<file path="src/sv/jhsp_pkg.sv">
// ---------------------------------------------------------------------------
// jhsp_pkg
// shared types, codes and helpers of the jpeg header size parser
// ---------------------------------------------------------------------------
`timescale 1ns / 1ps

package jhsp_pkg;

  // parse phases; IDLE means a result went out and bytes are dropped
  typedef enum logic [3:0] {
    PH_SOI0   = 4'd0,
    PH_SOI1   = 4'd1,
    PH_PREFIX = 4'd2,
    PH_MARKER = 4'd3,
    PH_LENHI  = 4'd4,
    PH_LENLO  = 4'd5,
    PH_SKIP   = 4'd6,
    PH_SOF    = 4'd7,
    PH_IDLE   = 4'd8
  } phase_t;

  // status codes
  localparam logic [1:0] ST_OK        = 2'd0;
  localparam logic [1:0] ST_NO_SOI    = 2'd1;
  localparam logic [1:0] ST_NO_PREFIX = 2'd2;
  localparam logic [1:0] ST_TRUNC     = 2'd3;

  // pixel format codes
  localparam logic [1:0] FMT_YUV444  = 2'd0;
  localparam logic [1:0] FMT_YUV420  = 2'd1;
  localparam logic [1:0] FMT_YUV422  = 2'd2;
  localparam logic [1:0] FMT_UNKNOWN = 2'd3;

  // stream byte values
  localparam logic [7:0] BYTE_FF   = 8'hFF;
  localparam logic [7:0] BYTE_SOI  = 8'hD8;
  localparam logic [7:0] BYTE_SOF0 = 8'hC0;
  localparam logic [7:0] SAMP_11   = 8'h11;
  localparam logic [7:0] SAMP_22   = 8'h22;
  localparam logic [7:0] COMP_Y    = 8'h01;

  localparam int unsigned OUT_TDATA_W = 40;

  typedef struct packed {
    logic [1:0]  pixel_format;
    logic [15:0] image_height;
    logic [15:0] image_width;
    logic [1:0]  status;
  } result_t;

  // round up to a multiple of 8, wrapping at 16 bits
  function automatic logic [15:0] round8(input logic [15:0] v);
    logic [16:0] s;
    s = {1'b0, v} + 17'd7;
    return {s[15:3], 3'b000};
  endfunction

  // round up to a multiple of 16, wrapping at 16 bits
  function automatic logic [15:0] round16(input logic [15:0] v);
    logic [16:0] s;
    s = {1'b0, v} + 17'd15;
    return {s[15:4], 4'b0000};
  endfunction

endpackage

</file>
<file path="src/sv/jpeg_header_size_parser_unit.sv">
// ---------------------------------------------------------------------------
// jpeg_header_size_parser_unit
// byte-serial jpeg header walker that reports sof0 image size and format
// ---------------------------------------------------------------------------
// channel | dir | tdata                            | side
// in      | in  | [7:0] data_byte                  | tlast = last_byte
// out     | out | [1:0] status, [17:2] width,      | none
//         |     | [33:18] height, [35:34] format   |
//
// one byte is taken per cycle while in_tready is high; its decode is a single
// step of compare and counter logic between walker state and result buffer
// a result appears on out_tvalid the cycle after the byte that decides it,
// or later while an earlier result still waits in the output register
// in_tready drops only while both result buffer entries are full
// rst_n is synchronous; it clears the walker and empties the buffer
// after a result the remaining bytes of the file are consumed silently,
// and the final byte re-arms the walker for a new start marker
// ---------------------------------------------------------------------------
`timescale 1ns / 1ps

module jpeg_header_size_parser_unit (
  input  logic                                clk,
  input  logic                                rst_n,
  input  logic                                in_tvalid,
  output logic                                in_tready,
  input  logic [7:0]                          in_tdata,  // [7:0] data_byte
  input  logic                                in_tlast,  // last_byte
  output logic                                out_tvalid,
  input  logic                                out_tready,
  // [1:0] status, [17:2] image_width, [33:18] image_height,
  // [35:34] pixel_format, [39:36] zero
  output logic [jhsp_pkg::OUT_TDATA_W-1:0]    out_tdata
);

  logic              acc;
  logic              res_valid;
  jhsp_pkg::result_t res;
  jhsp_pkg::result_t out_res;
  logic              space;

  // item accepted this cycle
  assign acc       = in_tvalid && in_tready;
  assign in_tready = space;

  jhsp_parse u_parse (
    .clk         (clk),
    .rst_n       (rst_n),
    .acc_i       (acc),
    .byte_i      (in_tdata),
    .last_i      (in_tlast),
    .res_valid_o (res_valid),
    .res_o       (res)
  );

  jhsp_out_buf u_out_buf (
    .clk          (clk),
    .rst_n        (rst_n),
    .push_valid_i (res_valid),
    .push_data_i  (res),
    .space_o      (space),
    .out_valid_o  (out_tvalid),
    .out_ready_i  (out_tready),
    .out_data_o   (out_res)
  );

  // pad the packed result up to whole bytes
  assign out_tdata = {{(jhsp_pkg::OUT_TDATA_W - $bits(jhsp_pkg::result_t)){1'b0}}, out_res};

endmodule

</file>
<file path="src/sv/jhsp_parse.sv">
// ---------------------------------------------------------------------------
// jhsp_parse
// per-byte segment walker: state registers plus one step of decode logic
// ---------------------------------------------------------------------------
`timescale 1ns / 1ps

module jhsp_parse (
  input  logic             clk,
  input  logic             rst_n,
  input  logic             acc_i,
  input  logic [7:0]       byte_i,
  input  logic             last_i,
  output logic             res_valid_o,
  output jhsp_pkg::result_t res_o
);

  jhsp_pkg::phase_t phase_r, phase_nxt;
  logic [15:0] seg_len_r, seg_len_nxt;
  logic [15:0] pos_r, pos_nxt;
  logic [1:0]  pos_mod3_r, pos_mod3_nxt;
  logic        pend_r, pend_nxt;
  logic [15:0] held_w_r, held_w_nxt;
  logic [15:0] held_h_r, held_h_nxt;
  logic [7:0]  marker_r, marker_nxt;

  logic        hit;
  logic [15:0] len_full;
  logic [16:0] pos_plus1;
  logic        comp_pos;
  logic        scan_end;
  logic        sof_short;
  logic        sof_nocomp;

  assign len_full   = {seg_len_r[15:8], byte_i};
  assign pos_plus1  = {1'b0, pos_r} + 17'd1;
  assign comp_pos   = (pos_r >= 16'd8) && (pos_mod3_r == 2'd2);
  assign scan_end   = ({1'b0, pos_r} + 17'd3) >= {1'b0, seg_len_r};
  assign sof_short  = !pend_r && (pos_r == 16'd6) && (seg_len_r <= 16'd8);
  assign sof_nocomp = !pend_r && comp_pos && (byte_i != jhsp_pkg::COMP_Y) && scan_end;

  // result decode
  always_comb begin
    hit                = 1'b0;
    res_o.status       = jhsp_pkg::ST_OK;
    res_o.image_width  = '0;
    res_o.image_height = '0;
    res_o.pixel_format = jhsp_pkg::FMT_UNKNOWN;
    unique case (phase_r)
      jhsp_pkg::PH_SOI0: begin
        if (byte_i != jhsp_pkg::BYTE_FF) begin
          hit          = 1'b1;
          res_o.status = jhsp_pkg::ST_NO_SOI;
        end
      end
      jhsp_pkg::PH_SOI1: begin
        if (byte_i != jhsp_pkg::BYTE_SOI) begin
          hit          = 1'b1;
          res_o.status = jhsp_pkg::ST_NO_SOI;
        end
      end
      jhsp_pkg::PH_PREFIX: begin
        if (byte_i != jhsp_pkg::BYTE_FF) begin
          hit          = 1'b1;
          res_o.status = jhsp_pkg::ST_NO_PREFIX;
        end
      end
      jhsp_pkg::PH_LENLO: begin
        if (marker_r != jhsp_pkg::BYTE_SOF0 && len_full < 16'd2) begin
          hit          = 1'b1;
          res_o.status = jhsp_pkg::ST_NO_PREFIX;
        end
      end
      jhsp_pkg::PH_SOF: begin
        if (pend_r) begin
          hit = 1'b1;
          if (byte_i == jhsp_pkg::SAMP_11) begin
            res_o.image_width  = jhsp_pkg::round8(held_w_r);
            res_o.image_height = jhsp_pkg::round8(held_h_r);
            res_o.pixel_format = jhsp_pkg::FMT_YUV444;
          end else if (byte_i == jhsp_pkg::SAMP_22) begin
            res_o.image_width  = jhsp_pkg::round16(held_w_r);
            res_o.image_height = jhsp_pkg::round16(held_h_r);
            res_o.pixel_format = jhsp_pkg::FMT_YUV420;
          end else begin
            res_o.image_width  = jhsp_pkg::round16(held_w_r);
            res_o.image_height = jhsp_pkg::round8(held_h_r);
            res_o.pixel_format = jhsp_pkg::FMT_YUV422;
          end
        end else if (sof_short) begin
          // header too short for component entries: width just completed
          hit                = 1'b1;
          res_o.image_width  = {held_w_r[7:0], byte_i};
          res_o.image_height = held_h_r;
        end else if (sof_nocomp) begin
          hit                = 1'b1;
          res_o.image_width  = held_w_r;
          res_o.image_height = held_h_r;
        end
      end
      default: ;
    endcase
    // final byte with nothing decided
    if (!hit && last_i && phase_r != jhsp_pkg::PH_IDLE) begin
      hit                = 1'b1;
      res_o.status       = jhsp_pkg::ST_TRUNC;
      res_o.image_width  = '0;
      res_o.image_height = '0;
      res_o.pixel_format = jhsp_pkg::FMT_UNKNOWN;
    end
  end

  assign res_valid_o = acc_i && hit;

  // next state
  always_comb begin
    phase_nxt    = phase_r;
    seg_len_nxt  = seg_len_r;
    pos_nxt      = pos_r;
    pos_mod3_nxt = pos_mod3_r;
    pend_nxt     = pend_r;
    held_w_nxt   = held_w_r;
    held_h_nxt   = held_h_r;
    marker_nxt   = marker_r;
    unique case (phase_r)
      jhsp_pkg::PH_SOI0:   phase_nxt = jhsp_pkg::PH_SOI1;
      jhsp_pkg::PH_SOI1:   phase_nxt = jhsp_pkg::PH_PREFIX;
      jhsp_pkg::PH_PREFIX: phase_nxt = jhsp_pkg::PH_MARKER;
      jhsp_pkg::PH_MARKER: begin
        // fill bytes keep us here
        if (byte_i != jhsp_pkg::BYTE_FF) begin
          marker_nxt = byte_i;
          phase_nxt  = jhsp_pkg::PH_LENHI;
        end
      end
      jhsp_pkg::PH_LENHI: begin
        seg_len_nxt = {byte_i, 8'h00};
        phase_nxt   = jhsp_pkg::PH_LENLO;
      end
      jhsp_pkg::PH_LENLO: begin
        seg_len_nxt  = len_full;
        pos_nxt      = 16'd2;
        pos_mod3_nxt = 2'd2;
        pend_nxt     = 1'b0;
        if (marker_r == jhsp_pkg::BYTE_SOF0) phase_nxt = jhsp_pkg::PH_SOF;
        else if (len_full == 16'd2)           phase_nxt = jhsp_pkg::PH_PREFIX;
        else                                  phase_nxt = jhsp_pkg::PH_SKIP;
      end
      jhsp_pkg::PH_SKIP: begin
        pos_nxt = pos_plus1[15:0];
        if (pos_plus1 >= {1'b0, seg_len_r}) phase_nxt = jhsp_pkg::PH_PREFIX;
      end
      jhsp_pkg::PH_SOF: begin
        if (!pend_r) begin
          if (pos_r == 16'd3 || pos_r == 16'd4)
            held_h_nxt = {held_h_r[7:0], byte_i};
          else if (pos_r == 16'd5 || pos_r == 16'd6)
            held_w_nxt = {held_w_r[7:0], byte_i};
          else if (comp_pos && byte_i == jhsp_pkg::COMP_Y)
            pend_nxt = 1'b1;
          pos_nxt      = pos_plus1[15:0];
          pos_mod3_nxt = (pos_mod3_r == 2'd2) ? 2'd0 : pos_mod3_r + 2'd1;
        end
      end
      default: ;
    endcase
    if (hit) phase_nxt = jhsp_pkg::PH_IDLE;
    // end of file re-arms everything
    if (last_i) begin
      phase_nxt    = jhsp_pkg::PH_SOI0;
      seg_len_nxt  = '0;
      pos_nxt      = '0;
      pos_mod3_nxt = '0;
      pend_nxt     = 1'b0;
      held_w_nxt   = '0;
      held_h_nxt   = '0;
      marker_nxt   = '0;
    end
  end

  always_ff @(posedge clk) begin
    if (!rst_n) begin
      phase_r    <= jhsp_pkg::PH_SOI0;
      seg_len_r  <= '0;
      pos_r      <= '0;
      pos_mod3_r <= '0;
      pend_r     <= 1'b0;
      held_w_r   <= '0;
      held_h_r   <= '0;
      marker_r   <= '0;
    end else if (acc_i) begin
      phase_r    <= phase_nxt;
      seg_len_r  <= seg_len_nxt;
      pos_r      <= pos_nxt;
      pos_mod3_r <= pos_mod3_nxt;
      pend_r     <= pend_nxt;
      held_w_r   <= held_w_nxt;
      held_h_r   <= held_h_nxt;
      marker_r   <= marker_nxt;
    end
  end

  // a decided item parks the walker until the final byte
  a_idle_after_hit: assert property (@(posedge clk) disable iff (!rst_n)
    (acc_i && hit && !last_i) |=> (phase_r == jhsp_pkg::PH_IDLE))
    else $error("walker did not park after a result");

  // nothing comes out of the idle phase but the final-byte re-arm
  a_idle_silent: assert property (@(posedge clk) disable iff (!rst_n)
    (phase_r == jhsp_pkg::PH_IDLE) |-> !hit)
    else $error("result raised while parked");

  // the final byte always brings the walker back to the start marker
  a_rearm_on_last: assert property (@(posedge clk) disable iff (!rst_n)
    (acc_i && last_i) |=> (phase_r == jhsp_pkg::PH_SOI0))
    else $error("walker not re-armed after the final byte");

endmodule

</file>
<file path="src/sv/jhsp_out_buf.sv">
// ---------------------------------------------------------------------------
// jhsp_out_buf
// two-entry result buffer: output register plus skid entry
// ---------------------------------------------------------------------------
`timescale 1ns / 1ps

module jhsp_out_buf (
  input  logic              clk,
  input  logic              rst_n,
  input  logic              push_valid_i,
  input  jhsp_pkg::result_t push_data_i,
  output logic              space_o,
  output logic              out_valid_o,
  input  logic              out_ready_i,
  output jhsp_pkg::result_t out_data_o
);

  logic              main_valid_r, main_valid_nxt;
  logic              skid_valid_r, skid_valid_nxt;
  jhsp_pkg::result_t main_r, main_nxt;
  jhsp_pkg::result_t skid_r, skid_nxt;
  logic              pop;

  assign pop         = main_valid_r && out_ready_i;
  assign space_o     = !skid_valid_r;
  assign out_valid_o = main_valid_r;
  assign out_data_o  = main_r;

  always_comb begin
    main_valid_nxt = main_valid_r;
    skid_valid_nxt = skid_valid_r;
    main_nxt       = main_r;
    skid_nxt       = skid_r;
    if (skid_valid_r) begin
      if (pop) begin
        main_nxt       = skid_r;
        skid_valid_nxt = 1'b0;
      end
    end else if (push_valid_i) begin
      if (!main_valid_r || pop) begin
        main_nxt       = push_data_i;
        main_valid_nxt = 1'b1;
      end else begin
        skid_nxt       = push_data_i;
        skid_valid_nxt = 1'b1;
      end
    end else if (pop) begin
      main_valid_nxt = 1'b0;
    end
  end

  always_ff @(posedge clk) begin
    if (!rst_n) begin
      main_valid_r <= 1'b0;
      skid_valid_r <= 1'b0;
    end else begin
      main_valid_r <= main_valid_nxt;
      skid_valid_r <= skid_valid_nxt;
    end
    main_r <= main_nxt;
    skid_r <= skid_nxt;
  end

  a_skid_behind_main: assert property (@(posedge clk) disable iff (!rst_n)
    skid_valid_r |-> main_valid_r)
    else $error("skid entry held with empty output register");

  a_no_push_when_full: assert property (@(posedge clk) disable iff (!rst_n)
    !(push_valid_i && skid_valid_r))
    else $error("item pushed into a full buffer");

  a_skid_moves_up: assert property (@(posedge clk) disable iff (!rst_n)
    (skid_valid_r && pop) |=> (main_valid_r && main_r == $past(skid_r)))
    else $error("skid entry lost on drain");

endmodule
</file>
<file path="config.mk">
export PLATFORM = sky130hd
export DESIGN_NAME = jpeg_header_size_parser_unit
export DESIGN_NICKNAME = d
export VERILOG_FILES = /design/src/sv/jhsp_pkg.sv /design/src/sv/jpeg_header_size_parser_unit.sv /design/src/sv/jhsp_parse.sv /design/src/sv/jhsp_out_buf.sv
export SDC_FILE = /design/constraint.sdc
export NUM_CORES = 1
export LEC_CHECK = 0
export BUFFER_PORTS_ARGS = -buffer_cell sky130_fd_sc_hd__buf_2
export CAP_MARGIN = 20
export CORE_MARGIN = 2
export CORE_UTILIZATION = 65
export CTS_CLUSTER_DIAMETER = 150
export DETAILED_ROUTE_END_ITERATION = 10
export MAX_ROUTING_LAYER = met4
export PLACE_DENSITY = 0.83
export SLEW_MARGIN = 20
export SYNTH_ARGS = -nofsm -noshare
export SYNTH_HDL_FRONTEND = slang
export SYNTH_HIERARCHICAL = 1
export SYNTH_SLANG_ARGS = --single-unit
</file>
<file path="constraint.sdc">
create_clock -name clk -period 9.4 [get_ports clk]
set_input_delay 0.94 -clock clk [delete_from_list [all_inputs] [get_ports clk]]
set_output_delay 0.94 -clock clk [all_outputs]
set_load 0.02 [all_outputs]
</file>
* After elaboration in Yosys (flattened, before gate mapping)
Cells that the tools add are included.
** Word-level totals
- Input bits :: 13
- Register bits after elaboration :: 153
- Logic and storage cells :: 176
- Output and inout bits :: 42
** Cells by class
- Reductions and logical operators :: 47
- Equal/unequal tests :: 30
- Add/subtract/negate cells :: 7
- Magnitude comparators :: 5
- Bitwise gates (word level) :: 2
- Multiplexer cells :: 66
** Operators by type and width (count)
- 2-to-1 mux 16 bit :: 12
- 2-to-1 mux 36 bit :: 5
- 2-to-1 mux 34 bit :: 3
- 2-to-1 mux 32 bit :: 3
- equality test 16 x 3 -> 1 bit (second input constant) :: 3
- one-hot mux 16 bit (3 select lines) :: 1
- greater-or-equal comparator 17 x 16 -> 1 bit :: 2
- adder 16 x 3 -> 16 bit (second input constant) :: 2
- adder 16 x 4 -> 16 bit (second input constant) :: 2
- equality test 16 x 2 -> 1 bit (second input constant) :: 2
- one-hot mux 16 bit (2 select lines) :: 1
- one-hot mux 4 bit (7 select lines) :: 1
- 2-to-1 mux 8 bit :: 3
- inequality test 8 bit (second input constant) :: 3
- 2-to-1 mux 1 bit :: 21
- AND reduction 3 bit :: 7
- 2-to-1 mux 4 bit :: 5
- nonzero test 2 bit :: 9
- adder 16 x 1 -> 17 bit (second input constant) :: 1
- adder 16 x 2 -> 17 bit (second input constant) :: 1
- equality test 4 x 3 -> 1 bit (second input constant) :: 4
- greater-or-equal comparator 16 x 4 -> 1 bit (second input constant) :: 1
- less-or-equal comparator 16 x 4 -> 1 bit (second input constant) :: 1
- less-than comparator 16 x 2 -> 1 bit (second input constant) :: 1
- other kinds (32) :: 63

* Depth between registers and ports, before layout
Gate-level depths: netlist (run 1).
- Depth in word-level cells :: 16
- Depth in mapped cells :: 17
- Mapped depth without buffers :: 15

* Cells and area by module
The synthesis (run 1) kept the hierarchy.
** By module, submodules not included
- jhsp_parse :: area each 6140.9 um2, times used 1, sequential area each 1581.5 um2, cells an instance 793
- jhsp_out_buf :: area each 2707.6 um2, times used 1, sequential area each 2202.1 um2, cells an instance 126
- jpeg_header_size_parser_unit :: area each 40.0 um2, times used 1, sequential area each 0.0 um2, cells an instance 6

* Worst setup path before layout (run 1)
No wires, ideal clock.
- Path kind :: reg2reg
- Start :: reg u_parse.pos_r[4]
- End :: reg u_out_buf.main_r, in the netlist u_out_buf/out_data_o[0], enable pin
- Data required time :: 8.959 ns
- Slack :: 4.013 ns
- Path buffers :: 2
- Cell stages (with the launch flop) :: 17
- Arrival :: 4.945 ns
- Clock period less this slack :: 5.387 ns
- Setup time :: 0.441 ns
- Cells stage by stage :: dfxtp_1 > clkbuf_1 > nand4_1 > or3_1 > nor3_1 > xnor2_1 > ha_1 > nand3_1 > nor3_1 > o31a_1 > nor4_1 > o21a_1 > buf_4 > nand2b_1 > a31oi_1 > mux2i_1 > a21oi_1
** On the way
- Cells in the longest elaborated chain, start to end :: 16
- Elaborated cells between the ends (all ways) :: 21
- Those cells by class :: 1 x add/sub; 2 x order compare; 1 x eq/ne; 5 x mux; 12 x reduce/logical
** RTL lines
- start: declaration :: RTL line jhsp_parse.sv:19 : logic [15:0] pos_r, pos_nxt;
- start signal: assignment :: RTL line jhsp_parse.sv:193 : pos_r <= pos_nxt;
- branches (longest 6 deep; another with adder 16 x 2 -> 17 bit)
- 2-to-1 mux 1 bit (*) :: RTL line jhsp_parse.sv:89 : end else if (sof_short) begin
- 2-to-1 mux 1 bit (*) :: RTL line jhsp_parse.sv:74 : if (pend_r) begin
- one-hot mux 1 bit (4 select lines) (*) :: RTL line jhsp_parse.sv:48 : unique case (phase_r)
- logical NOT 1 bit :: RTL line jhsp_parse.sv:103 : if (!hit && last_i && phase_r != jhsp_pkg::PH_IDLE) begin
- logical AND 1 bit (2 in series) :: RTL line jhsp_parse.sv:103
- 2-to-1 mux 1 bit (*) :: RTL line jhsp_parse.sv:103
- logical AND 1 bit (*) :: RTL line jhsp_parse.sv:112 : assign res_valid_o = acc_i && hit;
- named net res_valid :: RTL line jpeg_header_size_parser_unit.sv:36 : logic res_valid;
- nonzero test 2 bit (no source line) (*)
- AND reduction 3 bit (no source line) (*)
- end signal: assignment :: RTL line jhsp_out_buf.sv:60 : main_r <= main_nxt;
- end: declaration :: RTL line jhsp_out_buf.sv:20 : jhsp_pkg::result_t main_r, main_nxt;
Mark *: on every way through the listed nets, which the timed path passes.
A chain may end at the register's enable or synchronous reset.

* Final worst setup path (run 1)
- Start :: reg u_parse.pos_r[0]
- End :: reg u_out_buf/skid_r[32] in the netlist's numbering, enable pin
** On the way
- Cells in the longest elaborated chain, start to end :: 15
- Elaborated cells between the ends (all ways) :: 20
- Those cells by class :: 1 x add/sub; 2 x order compare; 1 x eq/ne; 5 x mux; 11 x reduce/logical
** RTL lines
- branches (longest 6 deep; another with adder 16 x 2 -> 17 bit)
- 2-to-1 mux 1 bit (*) :: RTL line jhsp_parse.sv:89
- 2-to-1 mux 1 bit (*) :: RTL line jhsp_parse.sv:74
- one-hot mux 1 bit (4 select lines) (*) :: RTL line jhsp_parse.sv:48
- logical NOT 1 bit :: RTL line jhsp_parse.sv:103
- logical AND 1 bit (2 in series) :: RTL line jhsp_parse.sv:103
- 2-to-1 mux 1 bit (*) :: RTL line jhsp_parse.sv:103
- logical AND 1 bit (*) :: RTL line jhsp_parse.sv:112
- named net res_valid :: RTL line jpeg_header_size_parser_unit.sv:36
- AND reduction 3 bit (no source line) (*)
- end signal: assignment :: RTL line jhsp_out_buf.sv:61 : skid_r <= skid_nxt;
- end: declaration :: RTL line jhsp_out_buf.sv:21 : jhsp_pkg::result_t skid_r, skid_nxt;
Marked as above.

==> flow_summary_export.csv, run 1 <==
group,metric,value,unit
logic_synthesis,yosysWarnings,6,
detailed_routing,first_pass_iters,5,
clocking,cts_tree,"yes",
pwr,power_per_cell_area,164.1,nW/µm²
detailed_routing,wire_per_inst,18.76,µm
clocking,path_clk_slew,60,ps
hold_path,min_path_type,"reg -> reg",
final_layout,area_growth,9.952,%
global_route,grt_max_degree,87,
floorplanning,num_rows,42,
logic_synthesis,synth_seq_cells,153,
critical_path,required,9570,ps
final_layout,fill_cells,934,
final_layout,utilization,73.51,%
floorplanning,die_h,120.9,µm
sta,clock_skew,6.630,ps
sta,relSlewSlack,34.69,%
detailed_routing,antenna_left,0,
final_layout,nNetsFinal,990,
critical_path,crit_fanout,19,
clocking,cts-root-buf,"clkbuf_16",
clocking,cts_sinks,153,
sta,hold_viol,0,
detailed_routing,drcViolationCount,0,
detailed_routing,vias,7096,
global_route,grt_pass1_vias,6566,
critical_path,cp_cell_sequence,"inv_1, ha_1, nor3_1, nand4_1, xnor2_1, ha_1, a21o_1, a221o_1, nor4_1, o21a_1, nand2b_1, a31oi_1, and4_1, buf_4",
critical_path,regToRegSetupSlack,4220,ps
sta,drv_slew,0,
critical_path,arrival,5350,ps
floorplanning,core,13300,µm²
clocking,clock_path_buffers,2,
sta,min_period_over_period,55.10,%
global_route,grt_first_pass_wirelength,33550,µm
pwr,power,1604,µW
critical_path,r2r_start,"u_parse/pos_r[0]",
clocking,h-tree-depth,4,
logic_synthesis,seq_area_frac_synth,42.57,%
clocking,hold_buffers,0,
sta,finalSetupViolCount,0,
clocking,clock_latency,430,ps
floorplanning,fp.dieW,120.9,µm
clocking,cts_buffers,17,
sta,max_freq,193.1,MHz
critical_path,r2r-end,"u_out_buf/skid_r[32]",
logic_synthesis,netlist-cell-type-count,71,
clocking,cts-resized-gates,0,
critical_path,cpMaxStageDelayCell,"nor4_1",
sta,tightest_slew,973.2,ps
logic_synthesis,ys_top_cells_by_count,"81 x dfxtp_1, 72 x edfxtp_1, 70 x nor2b_1",
placed_design,dp_hpwl,13970,µm
placed_design,place_congestion,0.9261,
logic_synthesis,syn_inst,925,
placed_design,port_buffers,50,
hold_path,hold_end,"u_parse/seg_len_r[2]",
critical_path,max_stage_delay,570,ps
floorplanning,dieArea,14630,µm²
logic_synthesis,synth_ff_type,"dfxtp_1",
sta,rsz0062_at_grt,"no",
critical_path,path_common_cell,"ha_1",
logic_synthesis,synth_top_area_share,24.32,%
sta,finalCriticalPeriod,5180,ps
logic_synthesis,async_reset_ff_share,0,%
floorplanning,ios,55,
hold_path,hp-start,"u_parse/seg_len_r[2]",
sta,setup_tns,0,ps
global_route,grt.total_usage,30.18,%
logic_synthesis,syn-mean-instance-area,9.609,µm²
hold_path,hold_depth,2,
clocking,post_cts_buffers,0,
critical_path,critical_path.top_delay_family,"simple AND/OR/NAND/NOR gates",
pwr,p_leak,0.003537,µW
pwr,ir_drop,96.23,µV
global_route,gr-total-overflow,0,
logic_synthesis,synth_top_cell_by_area,"edfxtp_1",
critical_path,r2r_cells,14,
logic_synthesis,synth_area_leaders,"edfxtp_1 24%, dfxtp_1 18%, ha_1 5.1%",
global_route,antenna_found_initial,0,
floorplanning,start_util,66.85,%
logic_synthesis,synth.most_common_cell,"dfxtp_1",
critical_path,end_kind,"flip-flop",
run,maxCapViolCount,0,
logic_synthesis,syn_area,8889,µm²
critical_path,cp-start-kind,"flip-flop",
detailed_routing,drt_iter0_markers,754,
detailed_routing,drt-vias-per-instance,6.280,
final_layout,layout-drive-gt1-share,14.68,%
outcome,status,"finished, final reports clean",
logic_synthesis,synth_edf_count,72,
critical_path,crit_type,"reg -> reg",
detailed_routing,drt_wl_total,21200,µm
final_layout,n_antenna_cell,0,
critical_path,crit_buf_inv,2,
[sequential cells by signal, indices dropped and copies added, names as in the netlist, 4 cells and up]
| register | flops |
|---|---|
| u_out_buf/out_data_o | 36 |
| u_out_buf/skid_r | 36 |
| u_parse/held_h_r | 16 |
| u_parse/held_w_r | 16 |
| u_parse/pos_r | 16 |
| u_parse/seg_len_r | 16 |
| u_parse/marker_r | 8 |
| u_parse/phase_r | 4 |
[per-stage QoR]
stage / worst slack [ps] / hold WS [ps] / area [µm²] / instances
6_report: 4220 / 502.6 / 9773 / 1130
5_1_grt: 3919 / 517.3 / 9773 / 1130
4_1_cts: 4342 / 501.4 / 9731 / 1129
3_5_place_dp: 4388 / 489.8 / 9130 / 1097
3_3_place_gp: 4520 / 486.6 / 9130 / 1097
2_1_floorplan: 4013 / 467.1 / 8900 / 928
[routing by layer]
layer / global-route usage (%) / vias up / part of all wire (%)
li1: - / 3361 / -
met1: 38.59 / 3384 / 44
met2: 46.77 / 290 / 47
met3: 5.122 / 61 / 5.9
met4: 14.61 / 0 / 3.6
met5: - / - / 0
[cells in the final DEF (no fill, tap or decap), drive strengths merged, types with 21 or more instances in the layout]
master | netlist | routed
nor2 | 53 | 53
a21oi | 43 | 43
nand3 | 37 | 37
buf | 23 | 60
mux2 | 36 | 36
dfxtp | 81 | 81
xnor2 | 24 | 24
inv | 34 | 36
nor2b | 70 | 70
mux2i | 26 | 26
o21ai | 30 | 30
ha | 36 | 36
nor3b | 22 | 22
xor2 | 21 | 21
edfxtp | 72 | 72
nand2 | 69 | 69
[worst max-delay path by stage]
stage	startpoint	endpoint	depth (start not counted)
final	u_parse/pos_r[0]	u_out_buf/skid_r[32]	14
after global placement	u_parse/pos_r[0]	u_out_buf/skid_r[30]	14
after CTS	u_parse/pos_r[0]	u_out_buf/skid_r[32]	14
after floorplan	u_parse/pos_r[4]	u_out_buf/out_data_o[0]	16
after detailed placement	u_parse/pos_r[0]	u_out_buf/skid_r[33]	14
after global routing	u_parse/pos_r[0]	u_out_buf/skid_r[32]	14
[kinds of logic after synthesis]
| kind of cell | share of synthesized area, % |
|---|---|
| AO/OA/AOI/OAI | 12.84 |
| XOR/XNOR | 4.434 |
| adder cells (fa/ha/maj) | 5.068 |
| buffers and inverters | 5.110 |
| flip-flops | 42.57 |
| multiplexers | 7.489 |
| other | 0.04219 |
| AND/OR/NAND/NOR | 22.45 |
[area by class of cell]
| type | count | area (µm²) | area share [%] |
|---|---|---|---|
| clock buffers | 17 | 425.4 | 4.353 |
| clock inverters | 15 | 175.2 | 1.792 |
| inverters | 34 | 127.6 | 1.306 |
| multi-input cells | 675 | 4696 | 48.05 |
| flip-flops and latches | 153 | 3784 | 38.71 |
| well taps | 176 | 220.2 | 2.253 |
| repair buffers | 60 | 345.3 | 3.533 |
[power breakdown]
part	internal, µW	switching, µW
Combinational	57.5	103
Sequential	730	15.6
Clock	417	281
[worst reg2reg max path: stages, from the launching register on]
cell	delay, ps
dfxtp_1	510
inv_1	140
ha_1	280
nor3_1	460
nand4_1	170
xnor2_1	160
ha_1	300
a21o_1	170
a221o_1	340
nor4_1	570
o21a_1	490
nand2b_1	240
a31oi_1	180
and4_1	550
buf_4	360
No activity file was read; power rests on OpenSTA's default activity.
==> inputs of run 2 (changes only) <==
--- a/config.mk
+++ b/config.mk
@@ -8,11 +8,11 @@
 export BUFFER_PORTS_ARGS = -buffer_cell sky130_fd_sc_hd__buf_2
 export CAP_MARGIN = 20
 export CORE_MARGIN = 2
-export CORE_UTILIZATION = 65
+export CORE_UTILIZATION = 62
 export CTS_CLUSTER_DIAMETER = 150
 export DETAILED_ROUTE_END_ITERATION = 10
 export MAX_ROUTING_LAYER = met4
-export PLACE_DENSITY = 0.83
+export PLACE_DENSITY = 0.8
 export SLEW_MARGIN = 20
 export SYNTH_ARGS = -nofsm -noshare
 export SYNTH_HDL_FRONTEND = slang
==> constraint.sdc (replaced) <==
create_clock -name clk -period 4.9 [get_ports clk]
set_input_delay 0.49 -clock clk [delete_from_list [all_inputs] [get_ports clk]]
set_output_delay 0.49 -clock clk [all_outputs]
set_load 0.02 [all_outputs]
==> flow_summary_export.csv, run 2 (synthesis results as in run 1) <==
group,metric,value,unit
detailed_routing,antenna_left,0,
clocking,cts-root-buf,"clkbuf_16",
floorplanning,fp.dieW,123.7,µm
sta,tightest_slew,1069,ps
final_layout,layout-drive-gt1-share,15.66,%
detailed_routing,drt_iter0_markers,564,
final_layout,final_common_cell,"dfxtp_1",
critical_path,required,5090,ps
sta,relSlewSlack,28.75,%
sta,finalCriticalPeriod,4568,ps
critical_path,crit_type,"reg -> reg",
pwr,ir_drop,196.6,µV
critical_path,critical_path.top_delay_family,"simple AND/OR/NAND/NOR gates",
detailed_routing,drt_wl_total,21010,µm
final_layout,nNetsFinal,1000,
global_route,grt_first_pass_wirelength,33630,µm
floorplanning,dieArea,15310,µm²
global_route,antenna_found_initial,1,
final_layout,register_area,3784,µm²
floorplanning,num_rows,43,
critical_path,cpMaxStageDelayCell,"nor4_1",
sta,clock_skew,16.63,ps
sta,hold_slack,277.4,ps
pwr,pwr-share-clk,42.7,%
global_route,grt_pass1_vias,6520,
final_layout,final_area,9833,µm²
pwr,p_comb_share,10.3,%
pwr,p_int,2280,µW
final_layout,fill_cells,990,
pwr,p_sw_share,24.93,%
clocking,path_clk_slew,70,ps
floorplanning,ios,55,
sta,setup_ws,332.5,ps
floorplanning,core,13930,µm²
placed_design,port_buffers,50,
hold_path,min_path_type,"in -> reg",
floorplanning,start_util,63.79,%
critical_path,arrival,4750,ps
placed_design,place_area,9203,µm²
critical_path,regToRegSetupSlack,330,ps
pwr,power_per_cell_area,308.9,nW/µm²
clocking,cts_buffers,17,
critical_path,crit_fanout,18,
clocking,clock_path_buffers,2,
detailed_routing,wire_per_inst,18.35,µm
sta,rsz0062_at_grt,"no",
global_route,gr-total-overflow,0,
sta,hold_viol,0,
clocking,cts_tree,"yes",
critical_path,max_stage_delay,640,ps
clocking,hold_buffers,0,
outcome,status,"finished, final reports clean",
clocking,cts_sinks,153,
final_layout,layout_common_cells,"81 x dfxtp_1, 72 x edfxtp_1, 70 x nor2b_1, 68 x nand2_1, 53 x nor2_1",
detailed_routing,drt-vias-per-instance,6.148,
detailed_routing,first_pass_iters,5,
placed_design,place_congestion,0.9158,
sta,max_freq,218.9,MHz
pwr,p_seq_share,47.1,%
critical_path,crit_buf_inv,3,
detailed_routing,vias,7039,
final_layout,area_growth,10.63,%
sta,min_period_over_period,93.21,%
critical_path,cp-start-kind,"flip-flop",
pwr,p_leak,0.003595,µW
final_layout,multi_input_area,4688,µm²
placed_design,pre_cts_ws,151.7,ps
global_route,grt_max_degree,87,
global_route,grt.total_usage,29.52,%
critical_path,cp_cell_sequence,"inv_1, ha_1, nor3_1, nand4_1, xnor2_1, ha_1, a21o_1, a221o_1, nor4_1, o21a_1, buf_4, a21o_1, buf_4, a211oi_1, mux2_2",
floorplanning,die_h,123.7,µm
pwr,p_switching,757.4,µW
clocking,clock_latency,440,ps
detailed_routing,drcViolationCount,0,
placed_design,dp_hpwl,14290,µm
sta,setup_tns,0,ps
run,maxCapViolCount,0,
critical_path,end_kind,"flip-flop",
clocking,h-tree-depth,4,
sta,drv_slew,0,
sta,finalSetupViolCount,0,
-- run 2: cell types whose count changed in the layout (fill, tap and decap cells not counted), sizes merged --
cell      previous run  this run
buf                 60        70
clkbuf              17        21
clkinvlp             4         1
bufinv               3         2
clkinv               6         5
diode                0         1
inv                 36        37
-- run 2: final cells by class --
cell class              count  area share, %
multi-input cells         675          47.68
flip-flops and latches    153          38.48
repair buffers             70          4.403
clock inverters            11          1.234
well taps                 180          2.290
inverters                  34          1.298
clock buffers              21          4.593
diodes                      1        0.02545
-- run 2: power groups by stage --
stage	Combinational (µW)	Clock, µW	Sequential [µW]
2_1_floorplan	175	0	1490
3_3_place_gp	291	0	1450
3_5_place_dp	295	0	1460
4_1_cts	297	1310	1430
5_1_grt	336	1370	1440
6_report	312	1300	1430
-- run 2: final timing paths --
check / startpoint / endpoint / depth (start not counted)
min: out_tready / u_out_buf/skid_valid_r / 2
max: u_parse/pos_r[0] / u_out_buf/out_data_o[10] / 15
min reg2reg: u_parse/seg_len_r[1] / u_parse/seg_len_r[1] / 2
max reg2reg: u_parse/pos_r[0] / u_out_buf/out_data_o[10] / 15
-- run 2: what timing repair did --
item,CTS,global route
buffers inserted,0,1
endpoints found under the hold margin,0,0
resized for setup,0,0
setup endpoints to repair,0,19
-- run 2: layer usage --
metal | track usage (%) | wire length, µm | vias up
li1 | - | - | 3396
met1 | 37.86 | 9417 | 3307
met2 | 45.57 | 9632 | 283
met3 | 6.685 | 1315 | 53
met4 | 11.58 | 643 | 0
met5 | - | 0 | -
-- run 2: through the flow --
stage / utilization (%) / power [µW] / std cells
after global routing: 70.57 / 3145 / 1145
after detailed placement: 66.04 / 1752 / 1110
after global placement: 66.04 / 1745 / 1110
final: 70.57 / 3038 / 1145
after CTS: 70.15 / 3038 / 1142
after floorplan: - / 1666 / 928
